--- src/pcids_pkg.sv ---
// Shared types, codes and helper functions for the PCI config device search core.
`default_nettype none
package pcids_pkg;

   typedef enum logic [1:0] {
      PH_IDLE = 2'd0,
      PH_HDR  = 2'd1,
      PH_SUB  = 2'd2,
      PH_DATA = 2'd3
   } phase_type;

   localparam logic [1:0] ST_REQ      = 2'd0;
   localparam logic [1:0] ST_FOUND    = 2'd1;
   localparam logic [1:0] ST_NOTFOUND = 2'd2;
   localparam logic [1:0] ST_IGNORED  = 2'd3;

   localparam logic        KIND_START  = 1'b0;
   localparam logic [15:0] NO_LOCATION = 16'hFFFF;
   localparam logic [7:0]  OFS_HEADER  = 8'h0C;
   localparam logic [7:0]  OFS_BRIDGE  = 8'h18;
   localparam logic [7:0]  OFS_CLASS   = 8'h08;
   localparam logic [7:0]  OFS_ID      = 8'h00;
   localparam logic [7:0]  HDR_ABSENT  = 8'hFF;
   localparam logic [2:0]  HDR_BRIDGE  = 3'd1;
   localparam logic [16:0] POS_LIMIT   = 17'h0FFFF;

   typedef struct packed {
      logic        kind;
      logic [31:0] search_value;
      logic [15:0] occurrence;
      logic        by_class;
      logic        skip_prog_if;
      logic [31:0] read_data;
   } item_type;

   typedef struct packed {
      phase_type   phase;
      logic [15:0] position;
      logic [7:0]  last_bus;
      logic [7:0]  header_byte;
      logic        multi_function;
      logic [15:0] remaining;
      logic [31:0] target;
      logic        class_mode;
      logic        short_class;
   } state_type;

   typedef struct packed {
      logic [1:0]  status;
      logic [15:0] req_bus_dev_fn;
      logic [7:0]  req_offset;
      logic [15:0] result_bus_dev_fn;
   } result_type;

   typedef struct packed {
      phase_type  phase;
      logic [7:0] offset;
   } read_req_type;

   function automatic read_req_type compare_read(input logic cls);
      read_req_type r;
      r.phase  = PH_DATA;
      r.offset = cls ? OFS_CLASS : OFS_ID;
      return r;
   endfunction

   // header type known: bridge bus read on bus 0, else the compare read
   function automatic read_req_type after_header(input logic [15:0] pos,
                                                 input logic [7:0] hb,
                                                 input logic cls);
      read_req_type r;
      if (hb[2:0] == HDR_BRIDGE && pos[15:8] == 8'd0) begin
         r.phase  = PH_SUB;
         r.offset = OFS_BRIDGE;
      end else begin
         r = compare_read(cls);
      end
      return r;
   endfunction

   function automatic read_req_type probe(input logic [15:0] pos,
                                          input logic [7:0] hb,
                                          input logic cls);
      read_req_type r;
      if (pos[2:0] == 3'd0) begin
         r.phase  = PH_HDR;
         r.offset = OFS_HEADER;
      end else begin
         r = after_header(pos, hb, cls);
      end
      return r;
   endfunction

endpackage
`default_nettype wire

--- src/pcids_step.sv ---
// Search step logic: next state and result word for one input word.
`default_nettype none
module pcids_step
   import pcids_pkg::*;
(
   input  wire item_type   item,
   input  wire state_type  cur,
   output state_type       nxt,
   output result_type      res
);

   logic [7:0]   hdr_byte;
   logic [16:0]  adv_sum;
   logic [15:0]  adv_pos;
   logic         adv_end;
   logic [31:0]  cmp_value;
   logic         match;
   logic         found;
   read_req_type hdr_req;
   read_req_type adv_req;
   read_req_type data_req;

   assign hdr_byte  = item.read_data[23:16];
   assign adv_sum   = {1'b0, cur.position} +
                      ((cur.phase == PH_DATA && cur.multi_function) ? 17'd1 : 17'd8);
   assign adv_pos   = adv_sum[15:0];
   assign adv_end   = (adv_sum >= POS_LIMIT) || (adv_sum[15:8] > cur.last_bus);
   assign cmp_value = !cur.class_mode ? item.read_data :
                      cur.short_class ? {16'd0, item.read_data[31:16]} :
                                        {8'd0, item.read_data[31:8]};
   assign match     = (cmp_value == cur.target);
   assign found     = match && (cur.remaining == 16'd0);
   assign hdr_req   = after_header(cur.position, hdr_byte, cur.class_mode);
   assign adv_req   = probe(adv_pos, cur.header_byte, cur.class_mode);
   assign data_req  = compare_read(cur.class_mode);

   // next state
   always_comb begin
      nxt = cur;
      if (item.kind == KIND_START) begin
         nxt.target      = item.search_value;
         nxt.remaining   = item.occurrence;
         nxt.class_mode  = item.by_class;
         nxt.short_class = item.skip_prog_if;
         nxt.position    = 16'd0;
         nxt.last_bus    = 8'd0;
         nxt.phase       = PH_HDR;
      end else begin
         unique case (cur.phase)
            PH_HDR: begin
               if (hdr_byte == HDR_ABSENT) begin
                  if (adv_end) begin
                     nxt.phase = PH_IDLE;
                  end else begin
                     nxt.position = adv_pos;
                     nxt.phase    = adv_req.phase;
                  end
               end else begin
                  nxt.header_byte    = hdr_byte;
                  nxt.multi_function = hdr_byte[7];
                  nxt.phase          = hdr_req.phase;
               end
            end
            PH_SUB: begin
               if (hdr_byte > cur.last_bus) begin
                  nxt.last_bus = hdr_byte;
               end
               nxt.phase = data_req.phase;
            end
            PH_DATA: begin
               if (found) begin
                  nxt.phase = PH_IDLE;
               end else begin
                  if (match) begin
                     nxt.remaining = cur.remaining - 16'd1;
                  end
                  if (adv_end) begin
                     nxt.phase = PH_IDLE;
                  end else begin
                     nxt.position = adv_pos;
                     nxt.phase    = adv_req.phase;
                  end
               end
            end
            default: begin
               nxt = cur;
            end
         endcase
      end
   end

   // result word
   always_comb begin
      res.status            = ST_IGNORED;
      res.req_bus_dev_fn    = 16'd0;
      res.req_offset        = 8'd0;
      res.result_bus_dev_fn = NO_LOCATION;
      if (item.kind == KIND_START) begin
         res.status     = ST_REQ;
         res.req_offset = OFS_HEADER;
      end else begin
         unique case (cur.phase)
            PH_HDR: begin
               if (hdr_byte == HDR_ABSENT) begin
                  if (adv_end) begin
                     res.status = ST_NOTFOUND;
                  end else begin
                     res.status         = ST_REQ;
                     res.req_bus_dev_fn = adv_pos;
                     res.req_offset     = adv_req.offset;
                  end
               end else begin
                  res.status         = ST_REQ;
                  res.req_bus_dev_fn = cur.position;
                  res.req_offset     = hdr_req.offset;
               end
            end
            PH_SUB: begin
               res.status         = ST_REQ;
               res.req_bus_dev_fn = cur.position;
               res.req_offset     = data_req.offset;
            end
            PH_DATA: begin
               if (found) begin
                  res.status            = ST_FOUND;
                  res.result_bus_dev_fn = cur.position;
               end else if (adv_end) begin
                  res.status = ST_NOTFOUND;
               end else begin
                  res.status         = ST_REQ;
                  res.req_bus_dev_fn = adv_pos;
                  res.req_offset     = adv_req.offset;
               end
            end
            default: begin
               res.status = ST_IGNORED;
            end
         endcase
      end
   end

endmodule
`default_nettype wire

--- src/pci_config_device_search_core.sv ---
// Top level of the PCI config device search core: input register, step logic, result register.
`default_nettype none
// One word per clock in sustained operation while rsp_ready does not stall the
// result register: an accepted word sits in the input register, the step logic
// decides it against the search state and the answer lands in the result
// register, so every input word yields exactly one result word.
// A start word (kind 0) aborts any search and answers with the first config
// read request; each returned dword (kind 1) answers with the next read request,
// found, or not found. A returned dword with no search running answers
// "ignored" and changes nothing.
module pci_config_device_search_core
   import pcids_pkg::*;
(
   input  wire         clock,
   input  wire         reset,
   input  wire         req_valid,
   output logic        req_ready,
   input  wire         req_kind,
   input  wire  [31:0] req_search_value,
   input  wire  [15:0] req_occurrence,
   input  wire         req_by_class,
   input  wire         req_skip_prog_if,
   input  wire  [31:0] req_read_data,
   output logic        rsp_valid,
   input  wire         rsp_ready,
   output logic [1:0]  rsp_status,
   output logic [15:0] rsp_req_bus_dev_fn,
   output logic [7:0]  rsp_req_offset,
   output logic [15:0] rsp_result_bus_dev_fn
);

   item_type   item_ff;
   logic       item_valid_ff;
   state_type  state_ff;
   state_type  state_in;
   result_type res_ff;
   result_type res_in;
   logic       rsp_valid_ff;
   logic       process;
   logic       accept;

   assign process   = item_valid_ff && (!rsp_valid_ff || rsp_ready);
   assign req_ready = !item_valid_ff || process;
   assign accept    = req_valid && req_ready;

   pcids_step u_step (
      .item (item_ff),
      .cur  (state_ff),
      .nxt  (state_in),
      .res  (res_in)
   );

   always_ff @(posedge clock) begin
      if (reset) begin
         item_valid_ff <= 1'b0;
      end else if (accept) begin
         item_valid_ff <= 1'b1;
      end else if (process) begin
         item_valid_ff <= 1'b0;
      end
   end

   always_ff @(posedge clock) begin
      if (accept) begin
         item_ff.kind         <= req_kind;
         item_ff.search_value <= req_search_value;
         item_ff.occurrence   <= req_occurrence;
         item_ff.by_class     <= req_by_class;
         item_ff.skip_prog_if <= req_skip_prog_if;
         item_ff.read_data    <= req_read_data;
      end
   end

   always_ff @(posedge clock) begin
      if (reset) begin
         state_ff.phase          <= PH_IDLE;
         state_ff.position       <= 16'd0;
         state_ff.last_bus       <= 8'd0;
         state_ff.header_byte    <= 8'd0;
         state_ff.multi_function <= 1'b0;
         state_ff.remaining      <= 16'd0;
         state_ff.target         <= 32'd0;
         state_ff.class_mode     <= 1'b0;
         state_ff.short_class    <= 1'b0;
      end else if (process) begin
         state_ff <= state_in;
      end
   end

   always_ff @(posedge clock) begin
      if (reset) begin
         rsp_valid_ff <= 1'b0;
      end else if (process) begin
         rsp_valid_ff <= 1'b1;
      end else if (rsp_ready) begin
         rsp_valid_ff <= 1'b0;
      end
   end

   always_ff @(posedge clock) begin
      if (process) begin
         res_ff <= res_in;
      end
   end

   assign rsp_valid             = rsp_valid_ff;
   assign rsp_status            = res_ff.status;
   assign rsp_req_bus_dev_fn    = res_ff.req_bus_dev_fn;
   assign rsp_req_offset        = res_ff.req_offset;
   assign rsp_result_bus_dev_fn = res_ff.result_bus_dev_fn;

endmodule
`default_nettype wire

--- config.mk ---
export PLATFORM = sky130hd
export DESIGN_NAME = pci_config_device_search_core
export DESIGN_NICKNAME = d
export VERILOG_FILES = /design/src/pcids_pkg.sv /design/src/pcids_step.sv /design/src/pci_config_device_search_core.sv
export SDC_FILE = /design/constraint.sdc
export NUM_CORES = 1
export LEC_CHECK = 0
export CAP_MARGIN = 5
export CORE_UTILIZATION = 64
export CTS_CLUSTER_SIZE = 40
export DETAILED_ROUTE_END_ITERATION = 10
export DONT_BUFFER_PORTS = 1
export GPL_TIMING_DRIVEN = 0
export PLACE_DENSITY = 0.8
export SLEW_MARGIN = 30
export SYNTH_ARGS = -nofsm -noshare
export SYNTH_HDL_FRONTEND = slang
export SYNTH_SLANG_ARGS = --single-unit
--- constraint.sdc ---
create_clock -name clock -period 5.2 [get_ports clock]
set_clock_uncertainty 0.15 [all_clocks]
set_input_delay 0.26 -clock clock [delete_from_list [all_inputs] [get_ports clock]]
set_output_delay 0.26 -clock clock [all_outputs]
set_load 0.1 [all_outputs]
* Yosys cells after proc, flatten, opt, wreduce, memory -nomap -nowiden
Index checks and enable logic that the tools add are counted.
Word-level totals: output and inout bits 44, register bits 207, input port bits 87, logic and storage cells 101
Cells by class: add/sub/neg operators 2, reduce and logical (&&, ||, !) cells 24, order comparisons 3, bitwise operators 2, equal/unequal tests 16, muxes and demuxes 33
Operators by type and width (count):
- $mux W16 | 6
- $mux W24 | 3
- $pmux W24 S3 | 1
- $mux W26 | 2
- $mux W50 | 1
- $eq A32 B32 Y1 | 1
- $mux W32 | 1
- $pmux W16 S2 | 1
- $mux W9 | 2
- $add A16 B17 Y17 | 1
- $ge A17 B16 Y1 const B | 1
- $gt A8 B8 Y1 | 2
- $logic_not A16 Y1 | 1
- $logic_not A8 Y1 | 2
- $mux W8 | 2
- $sub A16 B1 Y16 const B | 1
- $pmux W2 S3 | 2
- $reduce_and A4 Y1 | 3
- $mux W10 | 1
- $mux W2 | 5
- $eq A8 B8 Y1 const B | 1
- $mux W4 | 2
- $ne A2 B1 Y1 const B | 4
- $eq A3 B1 Y1 const B | 2
- 16 further kinds | 32

* Logic depth before layout (Yosys ltp)
Gate-level depths: netlist of the first run.
word-level depth 12, mapped depth 19, depth with buffers taken out 16

* Cells and area by module
From an unflattened synthesis of the first run, not the netlist that was laid out.
Unflattened totals: cell total of the unflattened synthesis 1119, area total of the unflattened synthesis 11788.8 µm²
Modules (own cells, without submodules):
- pci_config_device_search_core | area each 7644.8 µm², sequential area each 5495.3 µm², times used 1, cells an instance 504
- pcids_step | area each 4144.0 µm², sequential area each 0.0 µm², times used 1, cells an instance 615

* Worst setup path after synthesis of the first run
Ideal clock, no wire load.
kind flip-flop to flip-flop, start point register state_ff[84] (netlist name), end point register res_ff, in the netlist rsp_req_bus_dev_fn[2] (data pin), cell stages (with the launch flop) 18, path slack 0.565 ns, setup time 0.148 ns, arrival 4.337 ns, buffers on the path 2, period minus slack after synthesis 4.635 ns, required time 4.902 ns, cell sequence dfxtp_1 -> clkbuf_1 -> nand3_1 -> ha_1 -> nand4_1 -> a2111oi_0 -> xnor2_1 -> inv_1 -> ha_1 -> nand2_1 -> nor2_1 -> a211oi_1 -> nand2_1 -> or3_1 -> a21oi_1 -> clkbuf_1 -> o211ai_1 -> mux2i_1
On the way: cells in the longest elaborated chain, start to end 9
RTL lines:
- start, declared | line pci_config_device_search_core.sv:34 | state_type state_ff;
- start signal, assigned | line pci_config_device_search_core.sv:86 | state_ff <= state_in;
- $eq A2 B2 Y1 | line pcids_step.sv:25, pcids_step.sv:102
- $logic_and A1 B1 Y1 | line pcids_step.sv:25 | ((cur.phase == PH_DATA && cur.multi_function) ? 17'd1 : 17'd8);
- $mux W4 | line pcids_step.sv:25
- $add A16 B17 Y17 | line pcids_step.sv:24 | assign adv_sum = {1'b0, cur.position} +
- $ge A17 B16 Y1 or $gt A8 B8 Y1 (tied branches) | line pcids_step.sv:27 | assign adv_end = (adv_sum >= POS_LIMIT) || (adv_sum[15:8] > cur.last_bus);
- $logic_or A1 B1 Y1 | line pcids_step.sv:27
- $mux W24 | line pcids_step.sv:105, pcids_step.sv:127
- $mux W24 or $mux W26 (tied branches) | line pcids_step.sv:124, pcids_step.sv:104
- $pmux W24 S3 (*) | line pcids_step.sv:102 | unique case (cur.phase)
- end signal, assigned | line pci_config_device_search_core.sv:102 | res_ff <= res_in;
- end, declared | line pci_config_device_search_core.sv:36 | result_type res_ff;
Mark *: on every way between the ends. The rest lies on a longest branch, timed or not. A chain may end at the register's enable or synchronous reset.

* Worst setup path after layout of the first run
start point register state_ff[84] (netlist name), end point register state_ff[81] (netlist name)
On the way: cells in the longest elaborated chain, start to end 10
RTL lines:
- $eq A2 B2 Y1 | line pcids_step.sv:25, pcids_step.sv:49
- $logic_and A1 B1 Y1 | line pcids_step.sv:25
- $mux W4 | line pcids_step.sv:25
- $add A16 B17 Y17 | line pcids_step.sv:24
- $ge A17 B16 Y1 or $gt A8 B8 Y1 (tied branches) | line pcids_step.sv:27
- $logic_or A1 B1 Y1 | line pcids_step.sv:27
- $mux W16 | line pcids_step.sv:52, pcids_step.sv:77
- $mux W16, on equally long branches | line pcids_step.sv:71, pcids_step.sv:51
- $pmux W16 S2 | line pcids_step.sv:49 | unique case (cur.phase)
- $mux W26 | line pcids_step.sv:40 | if (item.kind == KIND_START) begin
Several ways; a longest one is shown, not always the timed one. The select of a mux whose other input is x is not followed.

==> results of run 1 <==
## state kept, by name (all words and copies together), names as in the netlist
name                   count
item_ff                   83
item_valid_ff              1
rsp_req_bus_dev_fn        16
rsp_status                 2
state_ff                  80
rsp_valid                  1
rsp_result_bus_dev_fn     16
rsp_req_offset             3
## worst max-delay path by stage
stage	slack [ps]	from	end
6_report	210	state_ff[84]	state_ff[81]
3_5_place_dp	-410	state_ff[84]	rsp_req_bus_dev_fn[2]
3_3_place_gp	-880	state_ff[67]	rsp_req_bus_dev_fn[2]
5_1_grt	-20	state_ff[84]	rsp_req_bus_dev_fn[9]
4_1_cts	60	state_ff[84]	rsp_req_bus_dev_fn[2]
2_1_floorplan	560	state_ff[84]	rsp_req_bus_dev_fn[2]
## through the flow
stage / TNS, ps / instance area, um^2 / hold WS, ps / utilization
2_1_floorplan: 0 / 10000 / 209 / -
3_5_place_dp: -4280 / 10300 / 209 / 0.677
5_1_grt: -24.2 / 11900 / 62.8 / 0.784
4_1_cts: 0 / 11800 / 54.4 / 0.779
6_report: 0 / 11900 / 59.6 / 0.784
3_3_place_gp: -19300 / 10300 / 209 / 0.675
## power breakdown
group | internal, mW | switching (mW) | total, mW
logic | 0.135 | 0.215 | 0.350
registers | 1.76 | 0.111 | 1.88
clock network | 0.846 | 0.645 | 1.49
total | 2.75 | 0.971 | 3.72
## cells in the final DEF (no fill, tap or decap), types with 13 or more instances in the layout
master and count:
nand3_1 20, nand4_1 24, nor2_1 57, nor4_1 15, clkbuf_1 48, ha_1 17, nor3_1 19, mux2i_1 21
buf_4 14, xnor2_1 31, or3_1 28, nor2b_1 13, inv_1 33, o21ai_0 48, nand2_1 128, a21oi_1 69
clkbuf_16 22, a31oi_1 19, dlygate4sd3_1 86, edfxtp_1 120, dfxtp_1 82
## routing by layer
metal	share of wire	global-route usage
met1	0.36	0.445
met3	0.096	0.0641
met5	0	0
met2	0.49	0.639
met4	0.057	0.211
## final cells by class
type                    count  area (um^2)  area share
flip-flops and latches    202         5250       0.440
multi-input cells         697         4410       0.370
repair buffers             90          911      0.0764
clock buffers              29          587      0.0492
plain buffers              69          317      0.0266
well taps                 188          235      0.0197
inverters                  35          133      0.0111
clock inverters             8         80.1     0.00672
## worst max-delay path: stages, from the launching register on
cell and delay [ps]:
dfxtp_1 330, clkbuf_2 210, nand3_1 230, ha_2 460, nand4_1 200, o21a_1 230
buf_2 200, nor4b_2 300, xnor2_1 270, ha_1 330, a21oi_1 130, nor2_1 70
a211oi_2 200, nand2_1 100, nor3_1 310, o21ai_0 270, o311a_4 490, buf_4 210
a22o_1 180
## timing repair
action / CTS / global route
pin swaps: 0 / 3
endpoints found under the setup margin: 28 / 31
hold buffers: 86 / 0
hold endpoints to repair: 85 / 0
gates resized for setup: 6 / 9
setup buffers: 0 / 3
gates cloned: 0 / 0
## cell families (layout without fill, tap and decap cells)
group,Yosys count,after routing,synth area share
simple gates,360,360,0.182
other cells,1,5,0.000375
buf+inv,104,231,0.0445
compound gates,248,248,0.165
flops,202,202,0.524
fa+ha+maj,18,18,0.0225
xor+xnor,44,44,0.0385
mux,22,22,0.0221
==> metrics, run 1 <==
status=complete, no violations; main flop type after synthesis=edfxtp_1; Tot GR Track Use=0.372; period utilisation layout=0.959; PortBufs=0; Final min period=4990 ps; via count=8998; syn_area_per_cell=10.0 um^2; Max Fanout on Critical Path=10; YS warnings=0; clk buf depth=3; H-tree Lvls=1; # diodes=0; Tot Pwr=3.72 mW; min-delay worst type=input pin to flop; Reg clk slew, reported paths=60 ps; Post-route DRC=0; # fillers=935; Initial Util=0.658; overall routed net length=29900 um; top cell type's share of synthesized area=0.360; setup ws final=about 210 ps; vias in the first global route=8620; GP Congestion=0.951; async set or reset register ratio after synthesis=0; worst setup path class=flop to flop; vias per std cell=~7; Routed WL per cell=22.7 um; layout cells sized above 1=0.0752; Reg2Reg Capture Point=state_ff[81]; fin. max-slew vios=0; cell area after synthesis=10000 um^2; synthesized flop and latch total=202; Rows=45; Area Growth Syn to Fin=19.1%; CTS Buf Count=21; Final Hold Fails=0; Yosys cell types=77; Final setup viols=0; Min-Delay Startpoint=req_valid; first-pass GRT wire length=46400 um; CTS tree=yes; first drt pass iteration count=6; Mapped Cells=roughly 1000; Nets=1221; arrival time at the worst endpoint=5240 ps; I/O pin cnt=131; Root Driver=clkbuf_16; drt first-iter violations=1060; measured slew at the worst slew-check pin=958 ps; largest cells by area after synthesis=edfxtp_1, dfxtp_1, nand2_1; Setup crit end kind=flop; dpl ws=-413 ps; Synth top cells by count=nand2_1, edfxtp_1, dfxtp_1; leakage=a little over 4 nW; register area share after synthesis=0.524; FMAX=201 MHz; Reg2Reg Setup Slack=210 ps; count leader, synth=nand2_1; worst r2r path cells=18; GR Overflow Total=0; peak supply drop=0.353 mV; WHS Endpoint=item_ff[47]; core area=15200 um^2; largest net degree at the start of global routing=58; placed insts=~1200; worst hold stages=1; Finished Layout Cells=1318; worst r2r src=state_ff[84]; clock sinks=202; Synth area leader=edfxtp_1; DP HPWL=18000 um; initial antenna violation count=0; clock latency on the worst-skew pair=520 ps; die height=127 um; WP data required=5450 ps; Slew Limit Headroom=0.355; Die W=roughly 130 um; total of max-cap violations=0; EDFF count, synth=120; Final ANT Viol Nets=0; Pwr Density=312 nW/um^2; Worst Setup Start Kind=flop; die area=16100 um^2
Note: power is estimated with default switching activity, not from simulation.
==> inputs of run 2 (changes only) <==
--- a/config.mk
+++ b/config.mk
@@ -11,7 +11,7 @@
 export DETAILED_ROUTE_END_ITERATION = 10
 export DONT_BUFFER_PORTS = 1
 export GPL_TIMING_DRIVEN = 0
-export PLACE_DENSITY = 0.8
+export PLACE_DENSITY = 0.9
 export SLEW_MARGIN = 30
 export SYNTH_ARGS = -nofsm -noshare
 export SYNTH_HDL_FRONTEND = slang
==> run 2 against run 1 <==
Compared with the run above:
- sequential cell count unchanged
- combinational power increased by 4%
- die area is the same
- final cell count rose by 0.61%
- routed wire length up 7.7%
- global-route usage rose by 2.6 points
- critical path depth stayed put
- sequential power about the same
- via count up 4.8%
- core utilization up 0.31 points
- register-to-register slack got worse by 80 ps
- clock power is essentially flat
- critical endpoint is now state_ff[77]
==> metrics, run 2 (same netlist as run 1, synthesis figures left out) <==
WHS Endpoint=item_ff[82]; commonest non-fill, non-tap cell in the layout=nand2_1; Rows=45 (unchanged); status=complete, no violations; Initial Util=0.658 (unchanged); first-pass GRT wire length=49200 um (+6.1%); Final ANT Viol Nets=0 (unchanged); Setup crit end kind=flop; clock latency on the worst-skew pair=520 ps (about the same); Reg with most FFs=item_ff; total of max-cap violations=0 (unchanged); Final Hold Fails=0 (unchanged); clock sinks=202 (unchanged); core area=15200 um^2 (unchanged); Pwr Density=313 nW/um^2 (+0.36%); Nets=1229 (+0.66%); fin. max-slew vios=0 (unchanged); aggregate negative setup slack=0 ps (unchanged); GR Overflow Total=0 (unchanged); number of flip-flops in the largest register=83 (unchanged); Max stage delay on crit path=510 ps (+20 ps); peak supply drop=0.411 mV (+16%); CP cell instances=clkbuf_2 > nand3_2 > ha_4 > nand4_1 > o21a_1 > buf_2 > nor4b_1 > xnor2_1 > ha_1 > a21oi_1 > nor2_1 > a211oi_1 > nand2_1 > nor3_2 > o21ai_0 > o311a_1 > buf_4 > a22o_1; vias per std cell=7.11 (+4.1%); via count=9426 (+4.8%); Reg2Reg Capture Point=state_ff[77]; vias in the first global route=9175 (+6.4%); die area=16100 um^2 (unchanged); die height=127 um (unchanged); worst setup path class=flop to flop; Reg clk slew, reported paths=70 ps (about the same); Tot GR Track Use=0.398 (+0.0256); worst r2r src=state_ff[84]; Worst Setup Start Kind=flop; multi-input logic area=4390 um^2 (-0.48%); # fillers=869 (-7.1%); minimum hold slack=113 ps (+53.0 ps); Slew Limit Headroom=0.300 (-0.0548); Die W=127 um (unchanged); I/O pin cnt=131 (unchanged); largest net degree at the start of global routing=45 (-22%); Seq. cell area=5250 um^2 (unchanged); Finished Layout Cells=1326 (+0.61%); leakage=4.17 nW (+0.49%); Post-route DRC=0 (unchanged); Final min period=5070 ps (+80.4 ps); min-delay worst type=input pin to flop; Root Driver=clkbuf_16; CTS Buf Count=21 (unchanged); clk buf depth=3 (unchanged); first drt pass iteration count=8 (+2); Crit-path slowest cell=o311a_1; DP HPWL=18300 um (+1.9%); drt first-iter violations=1735 (+64%); Area Growth Syn to Fin=19.6%; Min-Delay Startpoint=req_valid; initial antenna violation count=0 (unchanged); final instance area=12000 um^2 (+0.40%); placed insts=1194 (+0.17%); Tot Pwr=3.74 mW (+0.76%); worst hold stages=1 (unchanged); most frequent cells in the layout=nand2_1, edfxtp_1, dlygate4sd3_1, dfxtp_1, a21oi_1; Max Fanout on Critical Path=10 (unchanged); measured slew at the worst slew-check pin=1050 ps (+88.5 ps); top flop regs=item_ff (83), state_ff (80); FMAX=197 MHz (-1.6%); layout cells sized above 1=0.0844 (+0.00914); Reg2Reg Setup Slack=130 ps (-80 ps); WP data required=5450 ps (about the same); Final setup viols=0 (unchanged); H-tree Lvls=1 (unchanged); Post-DP Area=10300 um^2 (+0.17%); overall routed net length=32200 um (+7.7%); GP Congestion=0.957 (+0.62%); period utilisation layout=0.974 (+0.0155); # diodes=0 (unchanged); arrival time at the worst endpoint=5310 ps (+70 ps); Routed WL per cell=24.3 um (+7.0%); worst r2r path cells=18 (unchanged); PortBufs=0 (unchanged); CTS tree=yes
-- run 2: cell types whose count changed in the layout (fill, tap and decap cells not counted), sizes merged --
cell	previous run	this run
buf	29	36
clkbuf	73	70
clkinvlp	1	4
inv	36	37
-- run 2: cell type report --
| cell class | instances | area share |
|---|---|---|
| Buffer | 69 | 0.0267 |
| Sequential cell | 202 | 0.438 |
| Tap cell | 188 | 0.0197 |
| Multi-Input combinational cell | 697 | 0.367 |
| Inverter | 35 | 0.0111 |
| Clock inverter | 12 | 0.0100 |
| Timing Repair Buffer | 98 | 0.0813 |
| Clock buffer | 25 | 0.0460 |
-- run 2: how the worst max path moves through the flow --
stage	from	end	slack (ps)	cells past startpoint
6_report	state_ff[84]	state_ff[77]	130	18
5_1_grt	state_ff[84]	state_ff[77]	-60	18
4_1_cts	state_ff[84]	rsp_req_offset[3]	20	17
3_5_place_dp	state_ff[84]	rsp_req_bus_dev_fn[2]	-510	18
3_3_place_gp	state_ff[67]	rsp_req_bus_dev_fn[2]	-1010	19
2_1_floorplan	state_ff[84]	rsp_req_bus_dev_fn[2]	560	17
-- run 2: power breakdown --
| group | leakage, nW | internal (mW) | switching, mW |
|---|---|---|---|
| registers | 1.77 | 1.76 | 0.116 |
| logic | 2.09 | 0.136 | 0.226 |
| clock network | 0.316 | 0.823 | 0.680 |
| total | 4.17 | 2.72 | 1.02 |
-- run 2: metal layers --
layer	vias to the layer above	GRT usage	wire, um
li1	3946	-	-
met1	4338	0.455	10700
met2	890	0.683	15500
met3	252	0.0817	3630
met4	0	0.253	2410
met5	-	0	0
-- run 2: stage by stage --
| stage | worst slack [ps] | utilization |
|---|---|---|
| 6_report | 133 | 0.787 |
| 5_1_grt | -56.7 | 0.787 |
| 4_1_cts | 17.2 | 0.780 |
| 3_5_place_dp | -513 | 0.678 |
| 3_3_place_gp | -1010 | 0.675 |
| 2_1_floorplan | 565 | - |
-- run 2: timing repair --
item / 4_1_cts / 5_1_grt
hold buffers: 86 / 0
resized for setup: 5 / 10
pin swaps: 0 / 3
setup buffers: 0 / 9
endpoints found under the hold margin: 85 / 0
endpoints found under the setup margin: 31 / 30
-- run 2: worst max-delay path: cells and delay by family (launching register included) --
family,cells,cell delay (ps)
AO/OA/AOI/OAI,6,1560
buffers and inverters,3,670
flip-flops,1,330
AND/OR/NAND/NOR,6,1280
XOR/XNOR,1,270
adder cells (fa/ha/maj),2,700
